$ cat config.mk
export PLATFORM = sky130hd
export DESIGN_NAME = stun_binding_response_parser_flat
export DESIGN_NICKNAME = d
export VERILOG_FILES = /design/src/hw/rtl/stun_bp_pkg.sv /design/src/hw/rtl/stun_bp_in_if.sv /design/src/hw/rtl/stun_bp_out_if.sv /design/src/hw/rtl/stun_bp_core.sv /design/src/hw/rtl/stun_binding_response_parser.sv /design/src/flat_wrapper.sv
export VERILOG_INCLUDE_DIRS = /design/src /design/src/hw/rtl
export SDC_FILE = /design/constraint.sdc
export NUM_CORES = 1
export LEC_CHECK = 0
export BUFFER_PORTS_ARGS = -buffer_cell sky130_fd_sc_hd__buf_2
export CORE_ASPECT_RATIO = 0.9
export CORE_MARGIN = 5
export CORE_UTILIZATION = 55
export CTS_CLUSTER_DIAMETER = 60
export DETAILED_ROUTE_END_ITERATION = 7
export PLACE_DENSITY = 0.73
export SYNTH_ARGS = -nofsm -noshare
export SYNTH_HDL_FRONTEND = slang
export SYNTH_SLANG_ARGS = --single-unit
$ cat constraint.sdc
create_clock -name clk -period 7.25 [get_ports clk]
set_input_delay 0.3625 -clock clk [delete_from_list [all_inputs] [get_ports clk]]
set_output_delay 0.3625 -clock clk [all_outputs]
set_load 0.01 [all_outputs]
$ cat src/hw/rtl/stun_binding_response_parser_macros.svh
// ----------------------------------------------------------------------------
// STUN binding response parser assertion macros
// Concurrent assertion wrappers; empty under synthesis.
// ----------------------------------------------------------------------------
`ifndef STUN_BINDING_RESPONSE_PARSER_MACROS_SVH
`define STUN_BINDING_RESPONSE_PARSER_MACROS_SVH

`ifndef SYNTHESIS

// same-cycle implication
`define SBRP_ASSERT_IMPLIES(label, clk, rst, ante, cons, msg) \
  label: assert property (@(posedge clk) disable iff (rst) (ante) |-> (cons)) \
    else $error(msg);

// next-cycle implication
`define SBRP_ASSERT_NEXT(label, clk, rst, ante, cons, msg) \
  label: assert property (@(posedge clk) disable iff (rst) (ante) |=> (cons)) \
    else $error(msg);

`else

`define SBRP_ASSERT_IMPLIES(label, clk, rst, ante, cons, msg)
`define SBRP_ASSERT_NEXT(label, clk, rst, ante, cons, msg)

`endif

`endif

$ cat src/hw/rtl/stun_bp_pkg.sv
// ----------------------------------------------------------------------------
// STUN binding response parser package
// Protocol constants, status codes and the result record.
// ----------------------------------------------------------------------------
package stun_bp_pkg;

  localparam int BUFFER_BYTES_DEFAULT = 512;
  localparam int HEADER_BYTES         = 20;

  localparam logic [15:0] TYPE_BINDING_RESPONSE = 16'h0101;
  localparam logic [15:0] ATTR_MAPPED           = 16'h0001;
  localparam logic [15:0] ATTR_XOR_MAPPED       = 16'h0020;
  localparam logic [15:0] FAMILY_IPV4           = 16'h0001;
  localparam logic [31:0] MAGIC_COOKIE          = 32'h2112_A442;

  localparam logic [2:0] ST_NOT_BINDING = 3'd0;
  localparam logic [2:0] ST_FOUND       = 3'd1;
  localparam logic [2:0] ST_TOO_LONG    = 3'd2;
  localparam logic [2:0] ST_OVERRUN     = 3'd3;
  localparam logic [2:0] ST_BAD_LEN     = 3'd4;
  localparam logic [2:0] ST_NOT_IPV4    = 3'd5;
  localparam logic [2:0] ST_NONE        = 3'd6;
  localparam logic [2:0] ST_HALTED      = 3'd7;

  typedef struct packed {
    logic [2:0]  status;
    logic [31:0] ext_address;
    logic [15:0] ext_port;
    logic        have_address;
  } result_t;

endpackage

$ cat src/hw/rtl/stun_bp_in_if.sv
// ----------------------------------------------------------------------------
// STUN parser byte channel
// valid/ready channel carrying one datagram byte and its last flag.
// ----------------------------------------------------------------------------
interface stun_bp_in_if;
  logic       valid;
  logic       ready;
  logic [7:0] rx_byte;
  logic       last_byte;

  modport source (output valid, output rx_byte, output last_byte, input ready);
  modport sink   (input valid, input rx_byte, input last_byte, output ready);
endinterface

$ cat src/hw/rtl/stun_bp_out_if.sv
// ----------------------------------------------------------------------------
// STUN parser result channel
// valid/ready channel carrying one per-datagram verdict.
// ----------------------------------------------------------------------------
interface stun_bp_out_if;
  logic        valid;
  logic        ready;
  logic [2:0]  status;
  logic [31:0] ext_address;
  logic [15:0] ext_port;
  logic        have_address;

  modport source (output valid, output status, output ext_address, output ext_port,
                  output have_address, input ready);
  modport sink   (input valid, input status, input ext_address, input ext_port,
                  input have_address, output ready);
endinterface

$ cat src/hw/rtl/stun_bp_core.sv
// ----------------------------------------------------------------------------
// STUN parser core
// Per-byte parse state and its next-state logic; forms the verdict on last.
// ----------------------------------------------------------------------------
`include "stun_binding_response_parser_macros.svh"

module stun_bp_core #(
  parameter int BUFFER_BYTES = stun_bp_pkg::BUFFER_BYTES_DEFAULT
) (
  input  logic                clk,
  input  logic                rst,
  input  logic                step,
  input  logic [7:0]          rx_byte,
  input  logic                last_byte,
  output stun_bp_pkg::result_t result
);

  localparam int POS_W = $clog2(BUFFER_BYTES + 1);
  localparam int W     = 18;  // holds offset + 1 + 16-bit length
  localparam logic [POS_W-1:0] POS_MAX  = POS_W'(BUFFER_BYTES);
  localparam logic [15:0]      BODY_MAX = 16'(BUFFER_BYTES - stun_bp_pkg::HEADER_BYTES);
  localparam logic [W-1:0]     HDR_W    = W'(stun_bp_pkg::HEADER_BYTES);

  logic [POS_W-1:0] byte_position, byte_position_next, pos_inc;
  logic [15:0] message_type, message_type_next;
  logic [15:0] body_length, body_length_next;
  logic [15:0] attr_position, attr_position_next;
  logic [15:0] attr_kind, attr_kind_next;
  logic [15:0] attr_length, attr_length_next;
  logic [31:0] family_and_port, family_and_port_next;
  logic [31:0] address_shift, address_shift_next;
  logic [2:0]  pending_verdict, pending_verdict_next;
  logic        verdict_valid, verdict_valid_next;
  logic        halted_on_error, halted_on_error_next;
  logic        address_captured, address_captured_next;
  logic [31:0] saved_address, saved_address_next;
  logic [15:0] saved_port, saved_port_next;

  logic        take;
  logic        mapped;
  logic        hold_pos;
  logic [W-1:0] pos_w, off_w, body_w;
  logic [15:0] word_new, attr_v;
  logic [31:0] shift_new;
  logic [16:0] attr_inc;
  logic [2:0]  st;
  logic [31:0] addr_x;
  logic [15:0] port_x;

  assign mapped = (attr_kind == stun_bp_pkg::ATTR_MAPPED) ||
                  (attr_kind == stun_bp_pkg::ATTR_XOR_MAPPED);
  assign pos_w  = W'(byte_position);
  assign off_w  = pos_w - HDR_W;
  assign body_w = W'(body_length);
  assign attr_v = attr_position - 16'd4;
  assign take   = step && !halted_on_error && !address_captured && !verdict_valid &&
                  (byte_position < POS_MAX);
  assign pos_inc = (byte_position < POS_MAX) ? byte_position + POS_W'(1) : byte_position;

  always_comb begin
    byte_position_next    = byte_position;
    message_type_next     = message_type;
    body_length_next      = body_length;
    attr_position_next    = attr_position;
    attr_kind_next        = attr_kind;
    attr_length_next      = attr_length;
    family_and_port_next  = family_and_port;
    address_shift_next    = address_shift;
    pending_verdict_next  = pending_verdict;
    verdict_valid_next    = verdict_valid;
    halted_on_error_next  = halted_on_error;
    address_captured_next = address_captured;
    saved_address_next    = saved_address;
    saved_port_next       = saved_port;
    word_new  = 16'h0;
    shift_new = 32'h0;
    attr_inc  = 17'h0;
    hold_pos  = 1'b0;
    st        = stun_bp_pkg::ST_NONE;
    addr_x    = 32'h0;
    port_x    = 16'h0;

    if (step) begin
      byte_position_next = pos_inc;
    end

    if (take) begin
      if (pos_w < W'(2)) begin
        word_new = {message_type[7:0], rx_byte};
        message_type_next = word_new;
        if (pos_w == W'(1) && word_new != stun_bp_pkg::TYPE_BINDING_RESPONSE) begin
          pending_verdict_next = stun_bp_pkg::ST_NOT_BINDING;
          verdict_valid_next   = 1'b1;
        end
      end else if (pos_w < W'(4)) begin
        word_new = {body_length[7:0], rx_byte};
        body_length_next = word_new;
        if (pos_w == W'(3) && word_new > BODY_MAX) begin
          pending_verdict_next = stun_bp_pkg::ST_TOO_LONG;
          verdict_valid_next   = 1'b1;
        end
      end else if (pos_w >= HDR_W && off_w < body_w) begin
        case (attr_position)
          16'd0: begin
            if (body_w < off_w + W'(4)) begin
              pending_verdict_next = stun_bp_pkg::ST_OVERRUN;
              verdict_valid_next   = 1'b1;
            end else begin
              attr_kind_next     = {8'h00, rx_byte};
              attr_position_next = 16'd1;
            end
          end
          16'd1: begin
            attr_kind_next     = {attr_kind[7:0], rx_byte};
            attr_position_next = 16'd2;
          end
          16'd2: begin
            attr_length_next   = {8'h00, rx_byte};
            attr_position_next = 16'd3;
          end
          16'd3: begin
            word_new = {attr_length[7:0], rx_byte};
            attr_length_next = word_new;
            if (off_w + W'(1) + W'(word_new) > body_w) begin
              pending_verdict_next = stun_bp_pkg::ST_OVERRUN;
              verdict_valid_next   = 1'b1;
            end else if (mapped && word_new != 16'd8) begin
              pending_verdict_next = stun_bp_pkg::ST_BAD_LEN;
              verdict_valid_next   = 1'b1;
            end else begin
              attr_position_next = (word_new == 16'd0) ? 16'd0 : 16'd4;
            end
          end
          default: begin
            if (mapped) begin
              if (attr_v < 16'd4) begin
                shift_new = {family_and_port[23:0], rx_byte};
                family_and_port_next = shift_new;
                if (attr_v == 16'd1 && shift_new[15:0] != stun_bp_pkg::FAMILY_IPV4) begin
                  pending_verdict_next = stun_bp_pkg::ST_NOT_IPV4;
                  verdict_valid_next   = 1'b1;
                  hold_pos             = 1'b1;
                end
              end else begin
                shift_new = {address_shift[23:0], rx_byte};
                address_shift_next = shift_new;
                if (attr_v == 16'd7) begin
                  pending_verdict_next = stun_bp_pkg::ST_FOUND;
                  verdict_valid_next   = 1'b1;
                  hold_pos             = 1'b1;
                end
              end
            end
            if (!hold_pos) begin
              attr_inc = 17'(attr_position) + 17'd1;
              attr_position_next = (attr_inc >= 17'(attr_length) + 17'd4) ?
                                   16'd0 : attr_inc[15:0];
            end
          end
        endcase
      end
    end

    if (step && last_byte) begin
      if (halted_on_error) begin
        st = stun_bp_pkg::ST_HALTED;
      end else if (address_captured) begin
        st = stun_bp_pkg::ST_FOUND;
      end else begin
        if (verdict_valid_next) begin
          st = pending_verdict_next;
        end else if (W'(pos_inc) < HDR_W) begin
          st = stun_bp_pkg::ST_NOT_BINDING;
        end else if (W'(pos_inc) < HDR_W + W'(body_length_next)) begin
          st = stun_bp_pkg::ST_OVERRUN;
        end else begin
          st = stun_bp_pkg::ST_NONE;
        end
        if (st == stun_bp_pkg::ST_FOUND) begin
          addr_x = address_shift_next;
          port_x = family_and_port_next[15:0];
          if (attr_kind_next == stun_bp_pkg::ATTR_XOR_MAPPED) begin
            addr_x = addr_x ^ stun_bp_pkg::MAGIC_COOKIE;
            port_x = port_x ^ stun_bp_pkg::MAGIC_COOKIE[31:16];
          end
          saved_address_next    = addr_x;
          saved_port_next       = port_x;
          address_captured_next = 1'b1;
        end else if (st inside {[stun_bp_pkg::ST_TOO_LONG:stun_bp_pkg::ST_NOT_IPV4]}) begin
          halted_on_error_next = 1'b1;
        end
      end
      // datagram done: drop all per-datagram state
      byte_position_next   = '0;
      message_type_next    = 16'h0;
      body_length_next     = 16'h0;
      attr_position_next   = 16'h0;
      attr_kind_next       = 16'h0;
      attr_length_next     = 16'h0;
      family_and_port_next = 32'h0;
      address_shift_next   = 32'h0;
      pending_verdict_next = 3'd0;
      verdict_valid_next   = 1'b0;
    end
  end

  always_ff @(posedge clk) begin
    if (rst) begin
      byte_position    <= '0;
      message_type     <= 16'h0;
      body_length      <= 16'h0;
      attr_position    <= 16'h0;
      attr_kind        <= 16'h0;
      attr_length      <= 16'h0;
      family_and_port  <= 32'h0;
      address_shift    <= 32'h0;
      pending_verdict  <= 3'd0;
      verdict_valid    <= 1'b0;
      halted_on_error  <= 1'b0;
      address_captured <= 1'b0;
      saved_address    <= 32'h0;
      saved_port       <= 16'h0;
    end else begin
      byte_position    <= byte_position_next;
      message_type     <= message_type_next;
      body_length      <= body_length_next;
      attr_position    <= attr_position_next;
      attr_kind        <= attr_kind_next;
      attr_length      <= attr_length_next;
      family_and_port  <= family_and_port_next;
      address_shift    <= address_shift_next;
      pending_verdict  <= pending_verdict_next;
      verdict_valid    <= verdict_valid_next;
      halted_on_error  <= halted_on_error_next;
      address_captured <= address_captured_next;
      saved_address    <= saved_address_next;
      saved_port       <= saved_port_next;
    end
  end

  assign result.status       = st;
  assign result.ext_address  = saved_address_next;
  assign result.ext_port     = saved_port_next;
  assign result.have_address = address_captured_next;

  `SBRP_ASSERT_IMPLIES(a_sticky_exclusive, clk, rst, halted_on_error, !address_captured, "halted and captured both set")
  `SBRP_ASSERT_NEXT(a_capture_sticky, clk, rst, address_captured, address_captured, "captured address lost")
  `SBRP_ASSERT_IMPLIES(a_pos_bound, clk, rst, 1'b1, byte_position <= POS_MAX, "byte position past buffer")
  `SBRP_ASSERT_NEXT(a_clear_on_last, clk, rst, step && last_byte, byte_position == '0 && !verdict_valid, "datagram state not cleared")

endmodule

$ cat src/hw/rtl/stun_binding_response_parser.sv
// ----------------------------------------------------------------------------
// STUN binding response parser
// Parses a datagram byte stream and reports the mapped IPv4 address.
// ----------------------------------------------------------------------------
//  channel  dir  payload                                          request per
//  rx       in   rx_byte, last_byte                               byte
//  res      out  status, ext_address, ext_port, have_address      datagram
//
// One byte per cycle while rx is not stalled: input register, single-pass core logic, output register.
// An accepted byte is held in the input register for the core; the verdict is
// captured into the output register for res when the last byte advances.
// rx stalls only when a last byte waits behind an untaken result.
// Synchronous active-high reset clears all parse state and the sticky flags;
// rx is not ready while reset is held.
module stun_binding_response_parser #(
  parameter int BUFFER_BYTES = stun_bp_pkg::BUFFER_BYTES_DEFAULT
) (
  input logic          clk,
  input logic          rst,
  stun_bp_in_if.sink   rx,
  stun_bp_out_if.source res
);

  logic       in_vld;
  logic [7:0] in_byte;
  logic       in_last;
  logic       advance;
  logic       out_vld;
  stun_bp_pkg::result_t out_data;
  stun_bp_pkg::result_t core_result;

  // a non-last byte never needs the output register
  assign advance  = in_vld && (!in_last || !out_vld || res.ready);
  assign rx.ready = !rst && (!in_vld || advance);

  always_ff @(posedge clk) begin
    if (rst) begin
      in_vld <= 1'b0;
    end else if (rx.ready) begin
      in_vld <= rx.valid;
    end
  end

  always_ff @(posedge clk) begin
    if (rx.valid && rx.ready) begin
      in_byte <= rx.rx_byte;
      in_last <= rx.last_byte;
    end
  end

  stun_bp_core #(
    .BUFFER_BYTES(BUFFER_BYTES)
  ) u_core (
    .clk      (clk),
    .rst      (rst),
    .step     (advance),
    .rx_byte  (in_byte),
    .last_byte(in_last),
    .result   (core_result)
  );

  always_ff @(posedge clk) begin
    if (rst) begin
      out_vld <= 1'b0;
    end else if (advance && in_last) begin
      out_vld <= 1'b1;
    end else if (res.ready) begin
      out_vld <= 1'b0;
    end
  end

  always_ff @(posedge clk) begin
    if (advance && in_last) begin
      out_data <= core_result;
    end
  end

  assign res.valid        = out_vld;
  assign res.status       = out_data.status;
  assign res.ext_address  = out_data.ext_address;
  assign res.ext_port     = out_data.ext_port;
  assign res.have_address = out_data.have_address;

endmodule

$ cat src/flat_wrapper.sv
// flat-port wrapper written by rule: the top's interface ports become plain ports
module stun_binding_response_parser_flat 
#(
  parameter int BUFFER_BYTES = stun_bp_pkg::BUFFER_BYTES_DEFAULT
)
  (clk, rst, rx_valid, rx_rx_byte, rx_last_byte, rx_ready, res_valid, res_status, res_ext_address, res_ext_port, res_have_address, res_ready);
  stun_bp_in_if rx_i ();
  stun_bp_out_if res_i ();
  input logic clk;
  input logic rst;
  input wire logic [$bits(rx_i.valid)-1:0] rx_valid;
  input wire logic [$bits(rx_i.rx_byte)-1:0] rx_rx_byte;
  input wire logic [$bits(rx_i.last_byte)-1:0] rx_last_byte;
  output wire logic [$bits(rx_i.ready)-1:0] rx_ready;
  output wire logic [$bits(res_i.valid)-1:0] res_valid;
  output wire logic [$bits(res_i.status)-1:0] res_status;
  output wire logic [$bits(res_i.ext_address)-1:0] res_ext_address;
  output wire logic [$bits(res_i.ext_port)-1:0] res_ext_port;
  output wire logic [$bits(res_i.have_address)-1:0] res_have_address;
  input wire logic [$bits(res_i.ready)-1:0] res_ready;
  assign rx_i.valid = rx_valid;
  assign rx_i.rx_byte = rx_rx_byte;
  assign rx_i.last_byte = rx_last_byte;
  assign rx_ready = rx_i.ready;
  assign res_valid = res_i.valid;
  assign res_status = res_i.status;
  assign res_ext_address = res_i.ext_address;
  assign res_ext_port = res_i.ext_port;
  assign res_have_address = res_i.have_address;
  assign res_i.ready = res_ready;
  stun_binding_response_parser #(.BUFFER_BYTES(BUFFER_BYTES)) u_core (.clk(clk), .rst(rst), .rx(rx_i), .res(res_i));
endmodule
==> flow_summary.ini <==
[run_status]
status = finished, final reports clean

[finish]
multi_input_area_um2 = 7675
final_area_um2 = 15310
seq_area_um2 = 5555
fin_nets = 1676
nFillCells = 2052
drive_above_1_share_pct = 12.97
diodes = 0
areaGrowthSynthToFinish_pct = 11.89

[synth]
synth-compound-area-share_pct = 13.16
synth-seq-area-share_pct = 40.61
synth_fa_ha_area_share_pct = 9.658
synth_area_per_cell_um2 = 9.060
synth_nets = 1628
synth-edff-count = 61
synthCells = 1510
synth_top_family_by_area = simple AND/OR/NAND/NOR gates
synth_cell_types = 74
async_flop_share_pct = 0
ys_ff_latch = 247
yosys_warnings = 0
synthFlopType = dfxtp_1
syn_area_um2 = 13680
synth-simple-area-share_pct = 20.79
synthMuxAreaShare_pct = 6.356
synthXorXnorAreaFrac_pct = 5.762

[setup_path]
startpoint = u_core.u_core.byte_position[2]
cp_common_cell = ha_1
path_class = reg -> reg
crit_required_ns = 7.71
cp_slowest_stage_delay_ns = 0.48
worst_setup_path_end_kind = flip-flop
r2r-start = u_core.u_core.byte_position[2]
slowest_stage = dfxtp_1
reg2reg_slack_ns = 0.68
cp_max_fo = 83
startpoint_type = flip-flop
timing.rr.end = u_core.u_core.saved_address[30]
ff2ff_path_depth = 26
arrival_ns = 7.03

[power_and_ir_drop]
irDropWorstVdd_mv = 0.2020
powerDensity_nw_per_um2 = 189.9
power_leakage_nw = 6.114

[global_route]
first_global_vias = 10390
grtUsageTotal_pct = 23.23
antenna_found_initial = 0
grt_max_degree = 86
grt_overflow = 0
grt_pass1_wl_um = 54020

[cts]
cts_max_path_buffers = 3
cts.sinks = 247
clk_latency_ns = 0.55
cts_setup_buffers = 0
path_clk_slew_ns = 0.06
cts_tree = yes
cts_root_buf = clkbuf_16
cts_max_level = 1
cts_buffers = 28

[timing]
max_freq_ghz = 0.1522
whs_ns = 0.01817
period_share_pct = 90.63
post-route-worst-setup-slack_ns = 0.6792
setup_viol = 0
period_needed_ns = 6.571
finalHoldViolCount = 0
slew_headroom_pct = 20.30
worst_slew_pin_slew_ns = 1.187
fin_skew_ns = 0.02417
setup_tns_ns = 0
slew_viol_final = 0
grt_setup_unrepaired = no

[placement]
routabilityCongestion = 0.9679
io_buffers = 66
place_area_um2 = 14330
dp_slack_ns = 0.8014
hpwl_um = 23580

[drt]
drtIter0Drc = 782
num_vias = 11130
drtAntennaViolNets = 0
dr.pass1.iters = 5
finalWirelength_um = 33880
routedWlPerCell_um = 17.68
drc_errors = 0
vias_per_cell = 5.809

[floorplanning]
initial_core_util_pct = 56.09
num_io_pins = 67
die_w_um = 176.2
die-area_um2 = 28130
rows = 54
core-area_um2 = 24390
die_h_um = 159.6

[hold_path]
min_delay_path_depth = 1
min-delay-path-class = in -> reg
min_from = rx_rx_byte[0]
hold_end = u_core.in_byte[0]

[job]
cap_violations = 0
worst max-delay path, delay by kind of cell (launching register included):
kind | cells | cell delay, ns
AND/OR/NAND/NOR | 12 | 2.67
AO/OA/AOI/OAI | 7 | 1.34
adder cells (fa/ha/maj) | 3 | 0.98
XOR/XNOR | 2 | 0.51
buffers and inverters | 2 | 0.49
flip-flops | 1 | 0.48
where the power goes:
group	total, mW	leakage (nW)	switching [mW]	internal [mW]
Combinational	0.129	3.52	0.0840	0.0449
Clock	1.36	0.435	0.590	0.765
Sequential	1.42	2.16	0.00711	1.42
worst max-delay path by stage:
stage                                           end  slack, ns  cells after the start
floorplan           u_core.u_core.saved_address[26]       1.47                     27
global placement    u_core.u_core.saved_address[20]       0.91                     25
detailed placement  u_core.u_core.saved_address[30]       0.80                     25
CTS                 u_core.u_core.saved_address[30]       0.73                     26
global route        u_core.u_core.saved_address[19]       0.01                     26
finish              u_core.u_core.saved_address[30]       0.68                     26
metal layers:
metal	track usage, %	vias to the layer above	wire (µm)
met5	0	-	0
met4	5.989	0	873
met3	3.688	65	2064
met2	36.60	310	15200
met1	33.49	5316	15740
li1	-	5439	-
final cells by class:
cell class | count | share of cell area (%)
Clock buffer | 37 | 5.060
Clock inverter | 15 | 0.8092
Timing Repair Buffer | 95 | 3.776
Inverter | 48 | 1.177
Tap cell | 336 | 2.746
Multi-Input combinational cell | 1138 | 50.14
Sequential cell | 247 | 36.29
stage by stage:
stage,utilization (%),cells,power [mW]
after floorplan,-,1510,1.535
after global placement,58.77,1857,1.575
final,62.76,1916,2.907
after CTS,62.74,1916,2.932
after global routing,62.76,1916,3.008
after detailed placement,58.77,1857,1.577
logic make-up after synthesis:
logic type,Yosys count
and+or+nand+nor,579
AOI/OAI and AO/OA,279
DFF,247
buffers and inverters,125
adders and majority gates,105
xor gates and xnor gates,90
muxes,85
what timing repair did:
| item | in CTS | in global routing |
|---|---|---|
| endpoints found under the setup margin | 0 | 3 |
| gates resized for setup | 0 | 1 |
| hold buffers | 7 | 0 |
| endpoints found under the hold margin | 7 | 0 |
cells in the mapped netlist (25+ instances only):
cell type	n	area [µm²]
clkbuf_1	61	229.0
nand4_1	25	156.4
nor2b_1	30	187.7
or2_2	42	262.8
a21oi_1	101	505.5
xnor2_1	61	534.3
ha_1	104	1301
dfxtp_1	186	3724
nand3_1	41	205.2
mux2i_1	70	700.7
nor2_1	175	656.9
xor2_1	29	254.0
o21ai_0	37	185.2
edfxtp_1	61	1832
inv_1	48	180.2
nand2_1	145	544.3
placed cells by master (no fill, tap or decap), drive strengths merged, types with 52 or more instances in the layout:
master | synthesis | layout
nand2 | 145 | 145
xnor2 | 61 | 61
a21oi | 102 | 102
inv | 48 | 52
dfxtp | 186 | 186
buf | 16 | 88
mux2i | 70 | 70
nor2 | 175 | 175
ha | 104 | 104
edfxtp | 61 | 61
Power figures use the tool's default switching activity.
